`src/hdl/bcdl_pkg.sv`:
```
// ----------------------------------------------------------------------------
// bcdl_pkg
// Shared types and constants for the button code door lock.
// ----------------------------------------------------------------------------
package bcdl_pkg;

  localparam int CODE_BITS_DEFAULT = 8;

  localparam int CFG_DATA_W = 16;
  localparam int CFG_IDX_W  = 2;
  localparam int TIME_W     = 16;

  // Register map
  typedef enum logic [CFG_IDX_W-1:0] {
    REG_DEBOUNCE_MS      = 2'd0,
    REG_ENTRY_TIMEOUT_MS = 2'd1,
    REG_OPEN_TIME_MS     = 2'd2,
    REG_RESTORE_CODE     = 2'd3
  } reg_idx_t;

  // Reset values of the registers
  localparam logic [TIME_W-1:0] DEBOUNCE_MS_RST      = 16'd250;
  localparam logic [TIME_W-1:0] ENTRY_TIMEOUT_MS_RST = 16'd15000;
  localparam logic [TIME_W-1:0] OPEN_TIME_MS_RST     = 16'd5000;
  localparam logic [7:0]        RESTORE_CODE_RST     = 8'b1111_0110;

  localparam logic [TIME_W-1:0] TIME_MAX = '1;

  typedef enum logic [1:0] {
    MODE_PRESS      = 2'd0,
    MODE_CONFIGURE  = 2'd1,
    MODE_RESET_CODE = 2'd2,
    MODE_TICK       = 2'd3
  } mode_t;

  typedef enum logic [1:0] {
    LOCK_CLOSED = 2'd0,
    LOCK_OPEN   = 2'd1,
    LOCK_CONFIG = 2'd2
  } lock_state_t;

  typedef struct packed {
    logic [1:0] door_state;
    logic [7:0] entry_bits;
    logic [3:0] entry_count;
    logic       press_accepted;
  } result_t;

  function automatic logic [TIME_W-1:0] sat_inc(input logic [TIME_W-1:0] v);
    sat_inc = (v == TIME_MAX) ? v : v + 1'b1;
  endfunction

endpackage

```
`src/hdl/button_code_door_lock.sv`:
```
// ----------------------------------------------------------------------------
// button_code_door_lock
// Code lock driven by press, configure, reset-code and millisecond tick events.
// ----------------------------------------------------------------------------
// The result of an event is registered in res_out, or in res_skid if stalled.
// Throughput: one event per cycle while item_stall is low; the lock state
// and timers update in the same cycle, and a two-entry result buffer (output
// register plus skid) takes one more event while a result is stalled.
// Reset: synchronous; registers return to defaults, door closed, entry empty.
module button_code_door_lock #(
  parameter int CODE_BITS = bcdl_pkg::CODE_BITS_DEFAULT
) (
  input  logic                                clk,
  input  logic                                rst,
  input  logic                                cfg_we,
  input  logic [bcdl_pkg::CFG_IDX_W-1:0]      cfg_index,
  input  logic [bcdl_pkg::CFG_DATA_W-1:0]     cfg_data,
  input  logic                                item_valid,
  output logic                                item_stall,
  input  logic [1:0]                          mode,
  input  logic                                bit_value,
  output logic                                result_valid,
  input  logic                                result_stall,
  output logic [1:0]                          door_state,
  output logic [7:0]                          entry_bits,
  output logic [3:0]                          entry_count,
  output logic                                press_accepted
);
  import bcdl_pkg::*;

  localparam int LEN_W = $clog2(CODE_BITS + 1);
  localparam logic [LEN_W-1:0] LEN_FULL = LEN_W'(CODE_BITS);

  // Configuration registers
  logic [TIME_W-1:0] debounce_ms;
  logic [TIME_W-1:0] entry_timeout_ms;
  logic [TIME_W-1:0] open_time_ms;
  logic [7:0]        restore_code;

  // Lock state
  logic [CODE_BITS-1:0] stored_code, stored_code_next;
  logic [CODE_BITS-1:0] entry_shift, entry_shift_next;
  logic [LEN_W-1:0]     entry_len, entry_len_next;
  lock_state_t          lock_state, lock_state_next;
  logic [TIME_W-1:0]    since_raw_press, since_raw_press_next;
  logic [TIME_W-1:0]    idle_time, idle_time_next;
  logic [TIME_W-1:0]    open_time, open_time_next;
  logic                 accepted;

  // Result buffer
  result_t res_new, res_out, res_skid;
  logic    skid_valid;

  logic item_fire, out_free;
  assign item_stall = skid_valid;
  assign item_fire  = item_valid && !item_stall;
  assign out_free   = !result_valid || !result_stall;

  always_ff @(posedge clk) begin
    if (rst) begin
      debounce_ms      <= DEBOUNCE_MS_RST;
      entry_timeout_ms <= ENTRY_TIMEOUT_MS_RST;
      open_time_ms     <= OPEN_TIME_MS_RST;
      restore_code     <= RESTORE_CODE_RST;
    end else if (cfg_we) begin
      unique case (reg_idx_t'(cfg_index))
        REG_DEBOUNCE_MS:      debounce_ms      <= cfg_data;
        REG_ENTRY_TIMEOUT_MS: entry_timeout_ms <= cfg_data;
        REG_OPEN_TIME_MS:     open_time_ms     <= cfg_data;
        REG_RESTORE_CODE:     restore_code     <= cfg_data[7:0];
      endcase
    end
  end

  // Next state for one event
  always_comb begin
    logic [CODE_BITS-1:0] shifted;
    logic [LEN_W-1:0]     len_inc;
    logic [TIME_W-1:0]    idle_inc;
    logic [TIME_W-1:0]    open_inc;

    stored_code_next     = stored_code;
    entry_shift_next     = entry_shift;
    entry_len_next       = entry_len;
    lock_state_next      = lock_state;
    since_raw_press_next = since_raw_press;
    idle_time_next       = idle_time;
    open_time_next       = open_time;
    accepted             = 1'b0;

    shifted  = {entry_shift[CODE_BITS-2:0], bit_value};
    len_inc  = (entry_len < LEN_FULL) ? entry_len + 1'b1 : entry_len;
    idle_inc = sat_inc(idle_time);
    open_inc = sat_inc(open_time);

    unique case (mode_t'(mode))
      MODE_PRESS: begin
        accepted             = (since_raw_press >= debounce_ms);
        since_raw_press_next = '0;
        if (accepted) begin
          idle_time_next = '0;
          if (lock_state != LOCK_OPEN) begin
            entry_shift_next = shifted;
            entry_len_next   = len_inc;
            if (lock_state == LOCK_CONFIG && len_inc == LEN_FULL) begin
              stored_code_next = shifted;
              entry_shift_next = '0;
              entry_len_next   = '0;
              lock_state_next  = LOCK_CLOSED;
            end else if (lock_state == LOCK_CLOSED && len_inc == LEN_FULL &&
                         shifted == stored_code) begin
              lock_state_next  = LOCK_OPEN;
              open_time_next   = '0;
              entry_shift_next = '0;
              entry_len_next   = '0;
            end
          end
        end
      end
      MODE_CONFIGURE: begin
        lock_state_next  = LOCK_CONFIG;
        open_time_next   = '0;
        entry_shift_next = '0;
        entry_len_next   = '0;
        idle_time_next   = '0;
      end
      MODE_RESET_CODE: begin
        stored_code_next = CODE_BITS'(restore_code);
        idle_time_next   = '0;
      end
      MODE_TICK: begin
        since_raw_press_next = sat_inc(since_raw_press);
        if (idle_inc >= entry_timeout_ms) begin
          entry_shift_next = '0;
          entry_len_next   = '0;
          idle_time_next   = '0;
        end else begin
          idle_time_next = idle_inc;
        end
        if (lock_state == LOCK_OPEN) begin
          if (open_inc >= open_time_ms) begin
            lock_state_next = LOCK_CLOSED;
            open_time_next  = '0;
          end else begin
            open_time_next = open_inc;
          end
        end
      end
    endcase
  end

  // Result fields for the event
  always_comb begin
    logic [31:0] shift_ext;
    logic [31:0] len_ext;
    shift_ext              = 32'(entry_shift_next);
    len_ext                = 32'(entry_len_next);
    res_new.door_state     = lock_state_next;
    res_new.entry_bits     = shift_ext[7:0];
    res_new.entry_count    = len_ext[3:0];
    res_new.press_accepted = accepted;
  end

  always_ff @(posedge clk) begin
    if (rst) begin
      stored_code     <= CODE_BITS'(RESTORE_CODE_RST);
      entry_shift     <= '0;
      entry_len       <= '0;
      lock_state      <= LOCK_CLOSED;
      since_raw_press <= '0;
      idle_time       <= '0;
      open_time       <= '0;
    end else if (item_fire) begin
      stored_code     <= stored_code_next;
      entry_shift     <= entry_shift_next;
      entry_len       <= entry_len_next;
      lock_state      <= lock_state_next;
      since_raw_press <= since_raw_press_next;
      idle_time       <= idle_time_next;
      open_time       <= open_time_next;
    end
  end

  // Output register with skid stage
  always_ff @(posedge clk) begin
    if (rst) begin
      result_valid <= 1'b0;
      skid_valid   <= 1'b0;
    end else if (out_free) begin
      result_valid <= skid_valid || item_fire;
      skid_valid   <= 1'b0;
    end else if (item_fire) begin
      skid_valid <= 1'b1;
    end
  end

  always_ff @(posedge clk) begin
    if (out_free) begin
      res_out <= skid_valid ? res_skid : res_new;
    end else if (item_fire) begin
      res_skid <= res_new;
    end
  end

  assign door_state     = res_out.door_state;
  assign entry_bits     = res_out.entry_bits;
  assign entry_count    = res_out.entry_count;
  assign press_accepted = res_out.press_accepted;

  // An open door never holds a partial entry
  a_open_entry_empty: assert property (@(posedge clk) disable iff (rst)
    lock_state == LOCK_OPEN |-> entry_len == '0 && entry_shift == '0)
    else $error("entry not empty while door open");

  // A buffered result always has one ahead of it
  a_skid_behind_out: assert property (@(posedge clk) disable iff (rst)
    skid_valid |-> result_valid)
    else $error("skid holds a result while output register is empty");

  // Reset-code event loads the restore code
  a_reset_code: assert property (@(posedge clk) disable iff (rst)
    item_fire && mode == MODE_RESET_CODE |=>
      stored_code == $past(CODE_BITS'(restore_code)))
    else $error("stored code not restored");

  // Every raw press restarts the debounce count
  a_press_restart: assert property (@(posedge clk) disable iff (rst)
    item_fire && mode == MODE_PRESS |=> since_raw_press == '0)
    else $error("debounce count not restarted by press");

endmodule
```
`config.mk`:
```
export PLATFORM = sky130hd
export DESIGN_NAME = button_code_door_lock
export DESIGN_NICKNAME = d
export VERILOG_FILES = /design/src/hdl/bcdl_pkg.sv /design/src/hdl/button_code_door_lock.sv
export SDC_FILE = /design/constraint.sdc
export NUM_CORES = 1
export LEC_CHECK = 0
export ABC_AREA = 1
export ABC_CLOCK_PERIOD_IN_PS = 4100
export BUFFER_PORTS_ARGS = -buffer_cell sky130_fd_sc_hd__buf_4
export CORE_MARGIN = 4
export CORE_UTILIZATION = 45
export CTS_BUF_LIST = sky130_fd_sc_hd__clkbuf_2
export CTS_CLUSTER_DIAMETER = 50
export DETAILED_ROUTE_END_ITERATION = 6
export PLACE_DENSITY = 0.67
export SETUP_SLACK_MARGIN = 0.5
export SLEW_MARGIN = 0
export SYNTH_ARGS = -nofsm -noshare
export SYNTH_HDL_FRONTEND = slang
export SYNTH_SLANG_ARGS = --single-unit
```
`constraint.sdc`:
```
create_clock -name clk -period 4.1 [get_ports clk]
set_clock_uncertainty 0.15 [all_clocks]
set_input_delay 0.82 -clock clk [delete_from_list [all_inputs] [get_ports clk]]
set_output_delay 0.82 -clock clk [all_outputs]
set_load 0.01 [all_outputs]
```
* Word-level counts from Yosys, hierarchy flattened
Index checks and enable logic that the tools add are counted.
** Operators by class
- Add/subtract/negate cells :: 4
- Reduce and logical (&&, ||, !) cells :: 26
- Equal/unequal tests :: 21
- $lt $le $gt $ge :: 4
- Multiplexer cells :: 40
- Bitwise gates (word level) :: 1
** Operator list (number)
- 2-to-1 mux 16 bit :: 11
- case mux 16 bit (3 select lines) :: 2
- 2-to-1 mux 8 bit :: 8
- adder 16 x 1 -> 16 bit (second input constant) :: 3
- equality test 16 bit (second input constant) :: 3
- >= comparator 16 bit :: 3
- case mux 16 bit (2 select lines) :: 1
- 2-to-1 mux 4 bit :: 6
- case mux 8 bit (3 select lines) :: 1
- case mux 8 bit (2 select lines) :: 1
- 2-to-1 mux 15 bit :: 1
- inequality test 2 bit (second input constant) :: 7
- 2-to-1 mux 2 bit :: 6
- case mux 4 bit (3 select lines) :: 1
- AND reduction 2 bit :: 6
- equality test 2 bit (second input constant) :: 5
- equality test 8 bit :: 1
- AND reduction 7 bit :: 1
- equality test 2 x 1 -> 1 bit (second input constant) :: 3
- zero test 2 bit :: 3
- case mux 2 bit (3 select lines) :: 1
- AND reduction 5 bit :: 1
- adder 4 x 1 -> 4 bit (second input constant) :: 1
- equality test 4 bit (second input constant) :: 1
- 11 further kinds :: 19
** Word-level totals
- Flip-flop bits (word level) :: 158
- Input bits :: 26

* Logic depth before layout (Yosys ltp)
- Depth in word-level cells :: 11
- Gate-level depth with buffers :: 22

* Least setup slack after synthesis
OpenSTA, ideal clock, no wires.
- Path kind :: flip-flop to flip-flop
- Start point :: register open_time[0]
- End point :: register open_time[13]
- Library setup time :: 0.132 ns
- Stages on the path, launching flop included :: 19
- Buffers on the path :: 1
- Period minus slack after synthesis :: 3.205 ns
- Setup slack :: 0.895 ns
- Arrival time :: 2.923 ns
- Cell sequence :: dfxtp_1 -> ha_1 -> nand3_1 -> nor2_2 -> nand4_1 -> or2_2 -> o21ai_0 -> inv_1 -> ha_1 -> nand2_1 -> inv_1 -> nand3_1 -> nor3_1 -> nand2_1 -> nand3_1 -> clkbuf_1 -> nor3_1 -> nand2_1 -> a21oi_2
** On the way
- Cells in the longest elaborated chain, start to end :: 6
** Ends and longest elaborated chain
- start: declaration :: RTL line button_code_door_lock.sv:47 : logic [TIME_W-1:0] open_time, open_time_next;
- start signal: assignment :: RTL line button_code_door_lock.sv:180 : open_time <= open_time_next;
- adder 16 x 1 -> 16 bit / equality test 16 bit (equally long branches) :: RTL line bcdl_pkg.sv:50 : sat_inc = (v == TIME_MAX) ? v : v + 1'b1;
- 2-to-1 mux 16 bit (*) :: RTL line bcdl_pkg.sv:50
- >= comparator 16 bit :: RTL line button_code_door_lock.sv:141 : if (open_inc >= open_time_ms) begin
- 2-to-1 mux 16 bit (*) :: RTL line button_code_door_lock.sv:141
- 2-to-1 mux 16 bit (*) :: RTL line button_code_door_lock.sv:140 : if (lock_state == LOCK_OPEN) begin
- case mux 16 bit (3 select lines) (*) :: RTL line button_code_door_lock.sv:96 : unique case (mode_t'(mode))
Mark *: on every way between the ends. The rest lies on a longest branch, timed or not. The select of a mux whose other input is x is not followed.
A chain may end at the register's enable or synchronous reset.

* Worst setup path after layout
- Start point :: register idle_time[0]
- End point :: register res_out (netlist bit entry_bits[4]), data pin
** On the way
- Cells in the longest elaborated chain, start to end :: 6
** Ends and longest elaborated chain
- start: declaration :: RTL line button_code_door_lock.sv:46 : logic [TIME_W-1:0] idle_time, idle_time_next;
- start signal: assignment :: RTL line button_code_door_lock.sv:179 : idle_time <= idle_time_next;
- adder 16 x 1 -> 16 bit / equality test 16 bit (equally long branches) :: RTL line bcdl_pkg.sv:50
- 2-to-1 mux 16 bit (*) :: RTL line bcdl_pkg.sv:50
- >= comparator 16 bit (*) :: RTL line button_code_door_lock.sv:133 : if (idle_inc >= entry_timeout_ms) begin
- 2-to-1 mux 8 bit (*) :: RTL line button_code_door_lock.sv:133
- case mux 8 bit (3 select lines) (*) :: RTL line button_code_door_lock.sv:96
- via entry_shift_next[4] :: RTL line button_code_door_lock.sv:42 : logic [CODE_BITS-1:0] entry_shift, entry_shift_next;
- 2-to-1 mux 15 bit (*) :: RTL line button_code_door_lock.sv:199 : res_out <= skid_valid ? res_skid : res_new;
- end signal: assignment :: RTL line button_code_door_lock.sv:199
- end: declaration :: RTL line button_code_door_lock.sv:51 : result_t res_new, res_out, res_skid;
The timed path passes the listed nets; every way through them passes the cells marked *.

==> impl_metrics.tcl <==
set metrics [dict create \
    relSlewSlack_pct 50.1 \
    whs_path_depth 3 \
    multi_input_area_um2 4510 \
    start_util_pct 46.1 \
    yosysUniqueCellTypes 40 \
    max-cap-violations 0 \
    ys_seq_area_share_pct 40.1 \
    reg2reg_slack_ps 670 \
    finalSetupViolCount 0 \
    route.final.wire_length_mm 20.6 \
    via_count 7758 \
    yosysTopAreaCell "dfxtp_1" \
    async_flop_share_pct 0 \
    syn_area_um2 8640 \
    crit_fanout 7 \
    power_mw 2.89 \
    antenna_found_initial 1 \
    detail_route.iter0.violations 501 \
    finalHoldViolations 0 \
    power.density_nw_per_um2 300 \
    r2r-start "idle_time[0]" \
    die-height_um 147 \
    yosys_most_used_dff "dfxtp_1" \
    place_congestion 0.848 \
    final.min_clock_period_ps 3430 \
    cts-htree-levels 4 \
    synth_top_area_share_pct 29.6 \
    grt_overflow 0 \
    tightest_slew_ps 746 \
    routedWlPerCell_um 13.8 \
    nets 1324 \
    grt_first_pass_wirelength_mm 33.7 \
    grt_usage_pct 18.9 \
    drtPass1Iterations 5 \
    fin_crit_sh_pct 83.6 \
    arrival_ps 3840 \
    worstSetupStartpointType "flip-flop" \
    rows 50 \
    tritoncts "done" \
    setup_tns_ps 0 \
    min_to "debounce_ms[3]" \
    regArea_um2 3470 \
    drcViolationCount 0 \
    grt_pass1_vias 6925 \
    synth_area_leaders "dfxtp_1, nand2_1, edfxtp_1, ha_1, inv_1" \
    ant_nets 0 \
    min_path_type "in2reg" \
    synth_top_cells_by_count "nand2_1, inv_1, dfxtp_1" \
    io_pins 43 \
    clk_latency_ps 770 \
    final_layout_size_suffix_gt1_share_pct 11.0 \
    cp-end-kind "flip-flop" \
    fmax_mhz 292 \
    critical_path_class "reg2reg" \
    cts_buffers 17 \
    hpwl_mm 14.9 \
    synth_area_per_cell_um2 7.25 \
    cp_data_required_time_ps 4520 \
    area_growth_pct 11.5 \
    p_leak_nw 4.38 \
    yosysMostFrequentCell "nand2_1" \
    syn_nets 1271 \
    grt_setup_unrepaired "no" \
    fillers 1838 \
    io_buffer_count 42 \
    syn_inst 1193 \
    grt_max_degree 69 \
    clock-root-buffer "clkbuf_2" \
    clk_pin_slew_worst_paths_ps 270 \
    fp.dieW_um 147 \
    status "completed" \
    r2r-end "entry_bits[4]" \
    core_region_area_um2 18800 \
    worstRegToRegCells 22 \
    ys_seq_elements 158 \
    synth_edf_count 30 \
    clkSinkCount 158 \
    ys.warnings.count 0 \
    die_area_um2 21500 \
    slew_viol_final 0 \
    hp-start "cfg_data[3]" \
    cts.path.max_buffers 2 \
    holdWs_ps 143 \
    drt-vias-per-instance 5.19 \
    vdd_drop_max_mv 0.175 \
]
[through the flow]
step                setup slack (ps)  std cells  instance area, µm²  util, %
CTS                              534       1482                9480     50.5
detailed placement               278       1447                9200     49.0
floorplan                        895       1193                8640        -
finish                           674       1494                9630     51.3
global route                     437       1494                9630     51.3
global placement                 292       1447                9200     49.0
[flip-flops by register name (all words and copies together) (netlist names)]
register	flops
open_time	16
lock_state	2
door_state	2
since_raw_press	16
entry_len	4
entry_timeout_ms	16
debounce_ms	16
res_skid	15
press_accepted	1
entry_shift	8
restore_code	8
entry_bits	8
stored_code	8
entry_count	4
idle_time	16
open_time_ms	16
item_stall	1
result_valid	1
[worst max-delay path by stage]
stage	from	endpoint	slack [ps]	cells past startpoint
floorplan	open_time[0]	open_time[13]	900	18
global placement	open_time[0]	open_time[13]	290	18
detailed placement	open_time[0]	open_time[13]	280	18
CTS	idle_time[0]	entry_bits[4]	530	16
global route	idle_time[0]	entry_bits[4]	440	22
finish	idle_time[0]	entry_bits[4]	670	22
[cell type report]
type	instances	share of cell area, %
multi-input cells	843	46.9
flip-flops and latches	158	36.1
inverters	157	6.13
repair buffers	69	5.42
well taps	234	3.04
clock inverters	14	1.53
clock buffers	18	0.935
diodes	1	0.0260
[critical path, cell delays in order (launching register included)]
cell,delay [ps]
dfxtp_2,410
ha_1,200
nand3_2,140
nor2_4,160
nand4_1,200
nor2_4,200
buf_4,160
nor3_2,50
nand3_1,70
nand2_1,70
ha_1,300
nand2_1,50
nor2_1,160
nand2_1,90
nand2_1,70
nand2_1,60
nand4_1,130
buf_4,160
nand3_4,120
nand2_1,100
nand2_1,70
nand2_1,60
nand2_1,70
[cells by family (layout without fill, tap and decap cells)]
family,Yosys count,count (layout),share of synthesized area [%]
xor+xnor,26,26,2.63
compound gates,227,227,14.5
other cells,0,1,0
simple gates,538,538,26.7
fa+ha+maj,52,52,7.53
flops,158,158,40.1
buf+inv,192,258,8.58
[repair_timing]
item | 4_1_cts | 5_1_grt
pin swaps | 2 | 9
endpoints found under the hold margin | 0 | 0
resized for setup | 6 | 19
hold buffers | 0 | 0
setup endpoints to repair | 31 | 65
setup buffers | 3 | 11
[layer usage]
metal  up-vias  track usage, %  wire (µm)
li1       4038               -          -
met1      3522            24.6       9640
met2       167            31.7       9890
met3        31            3.94        711
met4         0            5.55        335
met5         -               0          0
[cells in the final DEF (no fill, tap or decap), types with 24 or more instances in the layout]
cell	Yosys	layout
a21oi_1	110	109
o211ai_1	24	24
nand3_1	57	54
inv_1	151	150
nand4_1	29	29
nand2_1	326	326
o21ai_0	69	67
nor2_1	74	72
dfxtp_1	128	123
edfxtp_1	30	30
ha_1	52	52
buf_4	2	68
[where the power goes]
group / switching, mW / leakage (nW) / internal, mW
Clock: 0.629 / 0.138 / 0.246
Combinational: 0.213 / 2.88 / 0.117
Sequential: 0.0304 / 1.36 / 1.65
Total: 0.873 / 4.38 / 2.01
Power figures use the tool's default switching activity.
